**src/design/ppu_ram.sv**
```systemverilog
// Generic single-port-write, single-read RAM with a registered read.
// No dependencies.
module ppu_ram #(
    parameter int WIDTH = 32,
    parameter int DEPTH = 64
) (
    input  logic                     clk,
    input  logic                     we,
    input  logic [$clog2(DEPTH)-1:0] waddr,
    input  logic [WIDTH-1:0]         wdata,
    input  logic [$clog2(DEPTH)-1:0] raddr,
    output logic [WIDTH-1:0]         rdata
);

    logic [WIDTH-1:0] mem [DEPTH];

    // Write port and registered read port.
    always_ff @(posedge clk)
    begin
        if (we)
        begin
            mem[waddr] <= wdata;
        end
        rdata <= mem[raddr];
    end

endmodule

```
**config.mk**
```make
export PLATFORM = sky130hd
export DESIGN_NAME = ppu_ram
export DESIGN_NICKNAME = d
export VERILOG_FILES = /design/src/design/ppu_ram.sv
export SDC_FILE = /design/constraint.sdc
export NUM_CORES = 2
export LEC_CHECK = 0
export BUFFER_PORTS_ARGS = -buffer_cell sky130_fd_sc_hd__buf_2
export CORE_UTILIZATION = 30
export DETAILED_ROUTE_END_ITERATION = 10
export GPL_TIMING_DRIVEN = 0
export SLEW_MARGIN = 25
export SYNTH_ARGS = -nofsm -noshare
export SYNTH_HDL_FRONTEND = slang
export SYNTH_SLANG_ARGS = --single-unit
```
**constraint.sdc**
```tcl
create_clock -name clk -period 3.2 [get_ports clk]
set_input_delay 0.32 -clock clk [delete_from_list [all_inputs] [get_ports clk]]
set_output_delay 0.32 -clock clk [all_outputs]
set_load 0.03 [all_outputs]
```
# Word level (Yosys, flattened, before mapping)
# Memories as Yosys holds them, arrays and structs flattened. A register that Yosys moved wholly into a read port is not among the register bits.
# Index checks and enable logic that the tools add are counted.
dict set report word_totals {
  output_inout_bits 32
  inputBits 46
  ramBits 2048
  reg_bits 0
  mem_bits_ro 0
  n_memories 1
  latchBits 0
}
# memory words width read_ports rd_clocked_by_memory_dff write_ports line
set memory_table {}
lappend memory_table {mem 64 32 1 1 1 15} ;# logic [WIDTH-1:0] mem [DEPTH];
dict set report classes {
  eq_ne 0
  n_mul 0
  n_shift 0
  mux 2
  addsub 0
  magnitude_cmp 0
  reduce_logical 0
  n_div 0
  bitwise_logic 0
}
# cell n
set op_table {}
lappend op_table {{1-bit two-way mux} 2}

# Depth between registers and ports, before layout
dict set report logic_depth {
  ltp_word 2
  mapped_depth 10
  ltp_nobuf 5
}

# Least setup slack after synthesis
# OpenSTA, ideal clock, no wires.
dict set report synth_path {
  path_type {input port to flip-flop}
  from {input port waddr[3]}
  to {memory mem[48][0] (enable)}
  stages 4
  setup_ns 0.461
  arrival_ns 3.019
  setup_slack_ns -0.280
  required_ns 2.739
  cell_sequence {clkbuf_1 -> nor2b_1 -> nand4b_1 -> nor3_1}
}
# element line
set synth_lines {}
lappend synth_lines {{from (decl)} 9} ;# input logic [$clog2(DEPTH)-1:0] waddr,
lappend synth_lines {{to (decl)} 15}
# Straight into the memory's write port.

==> run_results.csv <==
group,metric,value,unit
outcome,status,"complete, but fails checks",
outcome,violations,"setup timing",
finish,final_cell_mix,"edfxtp_1, mux4_2, clkbuf_16",
grt,grt_antenna_before_repair,20,
detailed_routing,dr_total_vias,39300,
cts,clk_path_buf_depth,3,
yosys,yosys_register_bits,2080,
yosys,ys_top_cells_by_area,"edfxtp_1, mux4_2, mux2i_1",
setup_path,max_stage_delay,0.88,ns
detailed_routing,drtPass1Iterations,6,
power,p_clk_share,40.8,%
setup_path,timing.rr.start,"mem[63][3]",
finish,postLayoutCoreUtil,36.2,%
setup_path,cp_slowest_cell,"clkbuf_1",
grt,grt_pass1_vias,38600,
power,power_switching,12.9,mW
timing,max_freq,0.296,GHz
setup_path,reg2reg_to,"rdata[3]",
yosys,syn_inst,3324,
run,drv_cap,0,
placed_design,gp_congestion,0.848,
cts,path_clk_slew,0.06,ns
yosys,ys_seq_area_share,79.1,%
timing,slew_viol_final,0,
timing,relSlewSlack,22.6,%
grt,grt_max_degree,65,
yosys,syn-num-nets,3370,
finish,syn2layout_area_growth,19.8,%
power,p_total,56.7,mW
placed_design,place_area,87400,um^2
setup_path,cp.required,3.88,ns
detailed_routing,wl_per_cell,32.7,um
detailed_routing,routed_wl,243000,um
finish,drive_gt1_share,31.9,%
yosys,synth.avg_cell_area,23.6,um^2
yosys,yosysWarningCount,0,
timing,setup_viol,11,
detailed_routing,drt-vias-per-instance,5.29,
yosys,syn_area,78500,um^2
setup_path,crit_fanout,10,
setup_path,critPathBufInv,3,
cts,cts-root-buf,"clkbuf_16",
floorplanning,die_y,514,um
timing,fin_skew,0.0764,ns
timing,setup_slack,-0.176,ns
timing,min_period_over_period,106,%
worst_hold_path,hold_class,"in2reg",
worst_hold_path,min_path_cells,1,
placed_design,port_buffers,69,
timing,fin_setup_tns,-0.835,ns
floorplanning,core,260000,um^2
power,pwr-share-comb,5.9,%
floorplanning,die_w,514,um
cts,htreeDepth,4,
timing,hold_ws,0.00695,ns
grt,overflow,0,
power,peakVddDrop,0.394,mV
setup_path,critPathCaptureType,"flip-flop",
power,intPower,43.7,mW
detailed_routing,drtIter0Drc,6124,
power,p_per_area,602,nW/um^2
timing,rsz0062_at_grt,"true",
power,p_seq_share,53.3,%
finish,final_cell_count_no_fill,7428,
cts,clock-sinks,2080,
setup_path,cp-start-kind,"input pin",
setup_path,worstRegToRegCells,4,
setup_path,crit_family,"buffers and inverters",
timing,hold_viol_final,0,
finish,layout.nets,3796,
timing,tightest_slew,1.16,ns
grt,grt_pass1_wl,328000,um
floorplanning,fp-row-count,187,
timing,min_period,3.38,ns
detailed_routing,drc,0,
cts,numCtsBuffers,200,
placed_design,placedCellCount,7035,
detailed_routing,ant_nets,0,
grt,gr-usage-all-layers,18.2,%
floorplanning,start_util,30.2,%
floorplanning,ios,78,
setup_path,crit_path_cell_trace,"buf_2 -> clkbuf_1 -> clkbuf_1 -> mux4_2 -> mux4_2 -> o22ai_1 -> nor2_1",
yosys,yosysUniqueCellTypes,34,
worst_hold_path,worstHoldStart,"wdata[26]",
floorplanning,dieArea,264000,um^2
placed_design,dp_hpwl,164000,um
power,p_leak,28.9,nW
yosys,synth_top_area_cell,"edfxtp_1",
yosys,yosysTopAreaCellShare,78.3,%
placed_design,place_ws,-1.85,ns
worst_hold_path,min_to,"mem[19][26]",
finish,fill_cells,23300,
setup_path,worstPathArrival,4.05,ns
finish,final_area,94000,um^2
setup_path,reg2reg_slack,0.60,ns
setup_path,crit_type,"in2reg",
cts,insertion_delay,0.89,ns
cts,cts_tree,"done",
power,swShare,22.8,%
finish,layout_commonest_cell,"edfxtp_1",
## area by class of cell
type                       instances  area, um^2  area share, %
sequential                      2080       62100           66.1
multi-input combinational       1062       16100           17.1
clock buffer                     233        5130           5.45
tap                             3496        4370           4.65
timing repair buffer             224        4090           4.35
clock inverter                   146        1290           1.37
buffer                           182         948           1.01
antenna                            5        12.5         0.0133
## metal layers
| layer | routed length (um) | GRT usage (%) |
|---|---|---|
| met3 | 24800 | 4.47 |
| met1 | 92500 | 23.8 |
| met5 | 39 | 0 |
| met4 | 10100 | 6.66 |
| met2 | 116000 | 29.5 |
## cells by family after synthesis
group           share of synthesized area [%]
mux                                      16.8
simple gates                             1.27
flops                                    79.1
buf+inv                                  1.13
compound gates                           1.67
## power by group through the flow
| stage | sequential, mW | clock (mW) | combinational (mW) |
|---|---|---|---|
| detailed placement | 30.8 | 0 | 3.25 |
| CTS | 30.2 | 23.3 | 3.28 |
| finish | 30.2 | 23.1 | 3.32 |
| floorplan | 30.9 | 0 | 1.47 |
| global route | 30.2 | 24.3 | 3.42 |
| global placement | 30.8 | 0 | 3.09 |
## synthesized netlist by cell type (all sizes together)
| library cell | number |
|---|---|
| mux2i | 93 |
| nor3 | 7 |
| o32ai | 4 |
| nand3 | 5 |
| or2 | 3 |
| a311oi | 8 |
| or3b | 5 |
| and3 | 4 |
| nand4b | 1 |
| nand2 | 26 |
| or3 | 3 |
| nand3b | 5 |
| nor2 | 137 |
| nand4 | 2 |
| buf | 108 |
| and2 | 2 |
| o221ai | 27 |
| edfxtp | 2048 |
| clkbuf | 74 |
| nand2b | 8 |
| a21oi | 62 |
| a31oi | 1 |
| mux4 | 544 |
| a22oi | 12 |
| a41o | 4 |
| nor2b | 15 |
| dfxtp | 32 |
| o22ai | 84 |
## sequential cells by signal, summed over array words and instances (netlist names)
signal,count
mem,2048
rdata,32
## worst max-delay path by stage
stage	endpoint	cells after the start	slack, ns	start
after CTS	rdata[3]	7	0.03	raddr[1]
after global routing	rdata[1]	9	-0.09	raddr[2]
after detailed placement	rdata[16]	9	-1.85	raddr[1]
final	rdata[3]	7	-0.18	raddr[1]
after floorplan	mem[39][0]	4	0.23	waddr[5]
after global placement	mem[5][6]	4	-2.83	waddr[2]
## worst reg2reg max path, stage by stage (launching register included)
cell and delay, ns:
edfxtp_1 0.37, mux4_2 0.49, mux4_2 0.50, o22ai_1 0.70, nor2_1 0.33
## timing repair
item                       4_1_cts  5_1_grt
gates resized for setup         37        0
hold endpoints to repair         6       19
cloned                           0        0
hold buffers                     1        5
buffers inserted                 0        2
setup endpoints to repair       20        5
(Power assumes the default switching activity.)
