File: src/design/ppu_divider.sv
// Restoring divider, one quotient bit per cycle: 48-bit dividend, 32-bit divisor.
// Depends on nothing but the clock and reset.
module ppu_divider (
    input  logic        clk,
    input  logic        rst_n,
    input  logic        start,
    input  logic [47:0] dividend,
    input  logic [31:0] divisor,
    output logic        done,
    output logic [47:0] quotient
);

    logic [47:0] quo_reg, quo_next;
    logic [32:0] rem_reg, rem_next;
    logic [31:0] dvs_reg, dvs_next;
    logic [5:0]  cnt_reg, cnt_next;
    logic        busy_reg, busy_next;
    logic [32:0] trial;

    // One shift-subtract step per cycle.
    always_comb
    begin
        quo_next  = quo_reg;
        rem_next  = rem_reg;
        dvs_next  = dvs_reg;
        cnt_next  = cnt_reg;
        busy_next = busy_reg;
        trial     = {rem_reg[31:0], quo_reg[47]};
        if (start)
        begin
            quo_next  = dividend;
            rem_next  = '0;
            dvs_next  = divisor;
            cnt_next  = 6'd0;
            busy_next = 1'b1;
        end
        else if (busy_reg)
        begin
            if (trial >= {1'b0, dvs_reg})
            begin
                rem_next = trial - {1'b0, dvs_reg};
                quo_next = {quo_reg[46:0], 1'b1};
            end
            else
            begin
                rem_next = trial;
                quo_next = {quo_reg[46:0], 1'b0};
            end
            cnt_next = cnt_reg + 6'd1;
            if (cnt_reg == 6'd47)
            begin
                busy_next = 1'b0;
            end
        end
    end

    always_ff @(posedge clk or negedge rst_n)
    begin
        if (!rst_n)
        begin
            busy_reg <= 1'b0;
            cnt_reg  <= '0;
        end
        else
        begin
            busy_reg <= busy_next;
            cnt_reg  <= cnt_next;
        end
    end

    always_ff @(posedge clk)
    begin
        quo_reg <= quo_next;
        rem_reg <= rem_next;
        dvs_reg <= dvs_next;
    end

    assign done     = busy_reg && (cnt_reg == 6'd47);
    assign quotient = quo_next;

endmodule

File: config.mk
export PLATFORM = sky130hd
export DESIGN_NAME = ppu_divider
export DESIGN_NICKNAME = d
export VERILOG_FILES = /design/src/design/ppu_divider.sv
export SDC_FILE = /design/constraint.sdc
export NUM_CORES = 1
export LEC_CHECK = 0
export BUFFER_PORTS_ARGS = -buffer_cell sky130_fd_sc_hd__buf_2
export CAP_MARGIN = 15
export CORE_MARGIN = 3
export CORE_UTILIZATION = 45
export DETAILED_ROUTE_END_ITERATION = 7
export PLACE_DENSITY = 0.64
export SLEW_MARGIN = 20
export SYNTH_ARGS = -nofsm -noshare
export SYNTH_HDL_FRONTEND = slang
export SYNTH_SLANG_ARGS = --single-unit
File: constraint.sdc
create_clock -name clk -period 6.2 [get_ports clk]
set_input_delay 0.62 -clock clk [delete_from_list [all_inputs] [get_ports clk]]
set_output_delay 0.62 -clock clk [all_outputs]
set_load 0.02 [all_outputs]
Word-level counts from Yosys, hierarchy flattened
Index checks and enable logic that the tools add are counted.

Register bits: 119. Input port bits: 83. Output and inout port bits: 49. Word-level logic and storage cells: 20.

Add/sub/neg operators: 2. Magnitude comparators: 1. Equality and inequality tests: 1. Muxes and demuxes: 9. Reductions and logical operators: 2.

Operators with widths (count): 48-bit 2-to-1 mux (2); 33-bit by 32-bit >= comparator with 1-bit output (1); 32-bit 2-to-1 mux (1); 32-bit subtractor (1); 6-bit 2-to-1 mux (2); 6-bit by 1-bit adder with 6-bit output (second input constant) (1); 6-bit == test (second input constant) (1); 1-bit 2-to-1 mux (4); 2-bit nonzero test (1); 1-bit logical AND (1).

Depth between registers and ports, before layout
Word-level depth: 4. Mapped depth: 12. Mapped depth without buffers: 11.

Worst setup path after synthesis
Ideal clock, no wire load.

Path type: flip-flop to output port. From: register dvs_reg[10]. To: output quotient[0]. Arrival time: 2.660 ns. Data required time: 5.580 ns. Setup slack: 2.920 ns. Stages on the path, launching flop included: 12. Buffers on the path: 2. Path through: edfxtp_1 inv_1 ha_1 buf_2 and4_1 nor3b_2 a21oi_2 o41ai_4 a21o_4 buf_6 mux2i_1 o21ai_0.

Cells in the longest elaborated chain, start to end: 4.

Ends and longest elaborated chain: start, declared (line 15) `logic [31:0] dvs_reg, dvs_next;`; start signal, assigned (line 75) `dvs_reg <= dvs_next;`; 33-bit by 32-bit >= comparator with 1-bit output (line 39) `if (trial >= {1'b0, dvs_reg})`; 1-bit 2-to-1 mux (line 39); 48-bit 2-to-1 mux (line 37) `else if (busy_reg)`; 48-bit 2-to-1 mux (line 29) `if (start)`; end, declared (line 10) `output logic [47:0] quotient`.

No other way between the ends.

Final worst setup path
Ends and elaborated chain as after synthesis.

==> flow_summary.ini <==
[clocking]
cts_root_buf = clkbuf_16
clkLatencyLatePin_ns = 0.42
cts_tree = yes
clkTransAtPathRegs_ns = 0.06
ctsHoldBuffers = 0
cts.path.max_buffers = 2
htreeDepth = 4
cts_buffers = 17
numClockSinks = 119
cts-resized-gates = 0
post_cts_buffers = 0

[grt]
grt_max_degree = 94
grt_util_all_layers = 0.189
grt_first_pass_wirelength_um = 24900
grt_pass1_vias = 5323
grt_overflow = 0
antenna_found_initial = 1

[floorplanning]
die_h_um = 127
core.rowCount = 43
start_util = 0.466
chipWidth_um = 127
io_pins = 132
die_area_um2 = 16100
core_um2 = 14100

[yosys]
syn_nets = 836
synth_area_um2 = 6570
ys_seq_elements = 119
yosysWarnings = 0
synthesis.instances = 719
synth_cell_types = 60
synth_edf_count = 32
avgSynthCellArea_um2 = 9.14
async_reset_ff_frac = 0.0588
synth_ff_type = dfxtp_1
yosysSeqAreaShare = 0.417

[sta]
min_period_over_period = 0.645
setup_viol = 0
rsz0062_at_grt = no
skew_ns = 0.0115
slew_viol_final = 0
setup_tns_ns = 0
relSlewSlack = 0.465
max_freq_mhz = 250
whs_ns = 0.0286
post-route-min-period_ns = 4.00
hold_viol_final = 0
worst_slew_pin_slew_ns = 0.802

[setup_path]
critical_path_arrival_ns = 3.38
cp.required_ns = 5.58
critical_path_class = reg2out
worstSetupStartpointType = register
path_max_fanout = 31
rrSetupSlack_ns = 3.09
crit_path_end_kind = primary output

[detailed_routing]
vias_per_cell = 5.29
wl_per_cell_um = 14.6
drc = 0
wirelength_um = 15000
drtAntennaViolNets = 0
drtPass1Iterations = 4
vias = 5427
drt_iter0_markers = 321

[place]
gp_congestion = 0.922
dpl.hpwl_um = 10800
placed_cell_area_um2 = 7280
portBuffers = 131

[min_path]
hold_path_class = in2async

[finish]
diodes = 0
fin_nets = 949
drive_above_1_share = 0.205
largest_reg_flops = 48
design_area_um2 = 7880
area_growth_pct = 19.8
fill_cells = 1273

[pwr]
vdd_drop_max_uv = 258
p_leak_nw = 3.83
power.density_nw_per_um2 = 414
p_total_mw = 3.26

[job]
maxCapViolCount = 0

[run_status]
outcome = finished clean
==> worst paths after layout <==
path	start	to	depth (start not counted)
min in group clk	divisor[4]	dvs_reg[4]$_DFFE_PP_	1
setup / recovery	dvs_reg[10]$_DFFE_PP_	quotient[0]	10
hold reg to reg	rem_reg[4]$_SDFFE_PP0P_	rem_reg[4]$_SDFFE_PP0P_	2
setup reg to reg	quo_reg[47]$_DFF_P_	rem_reg[24]$_SDFFE_PP0P_	11
hold / removal	rst_n	busy_reg$_DFF_PN0_	1
max in group asynchronous	rst_n	busy_reg$_DFF_PN0_	1
==> cell type report <==
class / count / area [um2] / share of cell area
Clock buffer: 25 / 541 / 0.0686
Sequential cell: 119 / 2740 / 0.348
Clock inverter: 7 / 53.8 / 0.00683
Timing Repair Buffer: 134 / 681 / 0.0864
Inverter: 39 / 146 / 0.0186
Multi-Input combinational cell: 521 / 3490 / 0.443
Tap cell: 180 / 225 / 0.0286
==> cell families (layout without fill, tap and decap cells) <==
logic type / count (synthesis) / count (layout) / share of synthesized area
and+or+nand+nor: 207 / 207 / 0.142
AOI/OAI and AO/OA: 179 / 179 / 0.175
DFF: 119 / 119 / 0.417
buffers and inverters: 79 / 205 / 0.0529
muxes: 71 / 71 / 0.108
adders and majority gates: 34 / 34 / 0.0659
xor gates and xnor gates: 30 / 30 / 0.0400
==> layout by cell type (no fill, tap or decap), drive strengths merged, types with 6 or more instances in the layout <==
| cell type | Yosys | layout |
|---|---|---|
| buf | 11 | 134 |
| nand2 | 91 | 91 |
| dfxtp | 80 | 80 |
| mux2i | 71 | 71 |
| o21ai | 67 | 67 |
| nor2 | 58 | 58 |
| inv | 39 | 43 |
| a21oi | 38 | 38 |
| ha | 33 | 33 |
| edfxtp | 32 | 32 |
| a211oi | 25 | 25 |
| clkbuf | 29 | 25 |
| xnor2 | 16 | 16 |
| xor2 | 14 | 14 |
| nand3 | 11 | 11 |
| a21o | 9 | 9 |
| o21a | 8 | 8 |
| nand4 | 7 | 7 |
| dfrtp | 7 | 7 |
| nor3 | 6 | 6 |
| a311oi | 6 | 6 |
| nor3b | 6 | 6 |
==> per-layer routing <==
layer | up-vias | global-route usage | wire [um]
met5 | - | 0 | 9
met4 | 2 | 0.0580 | 159
met3 | 13 | 0.0783 | 1250
met2 | 169 | 0.294 | 6680
met1 | 2453 | 0.239 | 6890
li1 | 2790 | - | -
==> report_power, final <==
part,leakage [nW],switching [mW],internal [mW]
Sequential,1.07,0.0893,0.936
Clock,0.294,0.355,0.610
Combinational,2.47,0.738,0.532
==> cells in the mapped netlist, types with 3 or more instances <==
master | instances | area share
clkbuf_1 | 29 | 0.017
xor2_1 | 14 | 0.019
nand2b_1 | 5 | 0.0048
inv_1 | 39 | 0.022
xnor2_1 | 16 | 0.021
edfxtp_1 | 32 | 0.15
nor2b_1 | 4 | 0.0038
mux2i_1 | 71 | 0.11
and4_1 | 3 | 0.0040
nor3b_1 | 5 | 0.0057
nor2_1 | 58 | 0.033
a211oi_1 | 25 | 0.029
nand4_1 | 7 | 0.0067
o21a_1 | 8 | 0.0091
dfrtp_1 | 7 | 0.027
dfxtp_1 | 80 | 0.24
and3_1 | 3 | 0.0029
a21oi_1 | 36 | 0.027
buf_2 | 6 | 0.0046
o211ai_1 | 3 | 0.0034
o21ai_0 | 67 | 0.051
a311oi_1 | 6 | 0.0080
a21o_1 | 8 | 0.0091
or3_1 | 3 | 0.0029
nor3_1 | 6 | 0.0046
ha_1 | 33 | 0.063
nand3_1 | 11 | 0.0084
nand2_1 | 91 | 0.052
==> per-stage QoR <==
stage | cells | setup slack, ns | util
2_1_floorplan | 719 | 2.92 | -
3_3_place_gp | 993 | 2.69 | 0.517
3_5_place_dp | 993 | 2.63 | 0.517
4_1_cts | 1025 | 2.16 | 0.559
5_1_grt | 1025 | 1.88 | 0.559
6_report | 1025 | 2.20 | 0.559
==> critical path: stages (launching register included) <==
cell and delay (ns):
edfxtp_1 0.32, inv_1 0.04, ha_1 0.40, and4_1 0.29, nor3b_2 0.21, a21oi_2 0.14
o41ai_4 0.48, a21o_4 0.51, mux2i_1 0.13, o21ai_0 0.22, buf_2 0.21
Note: power is estimated with default switching activity, not from simulation.
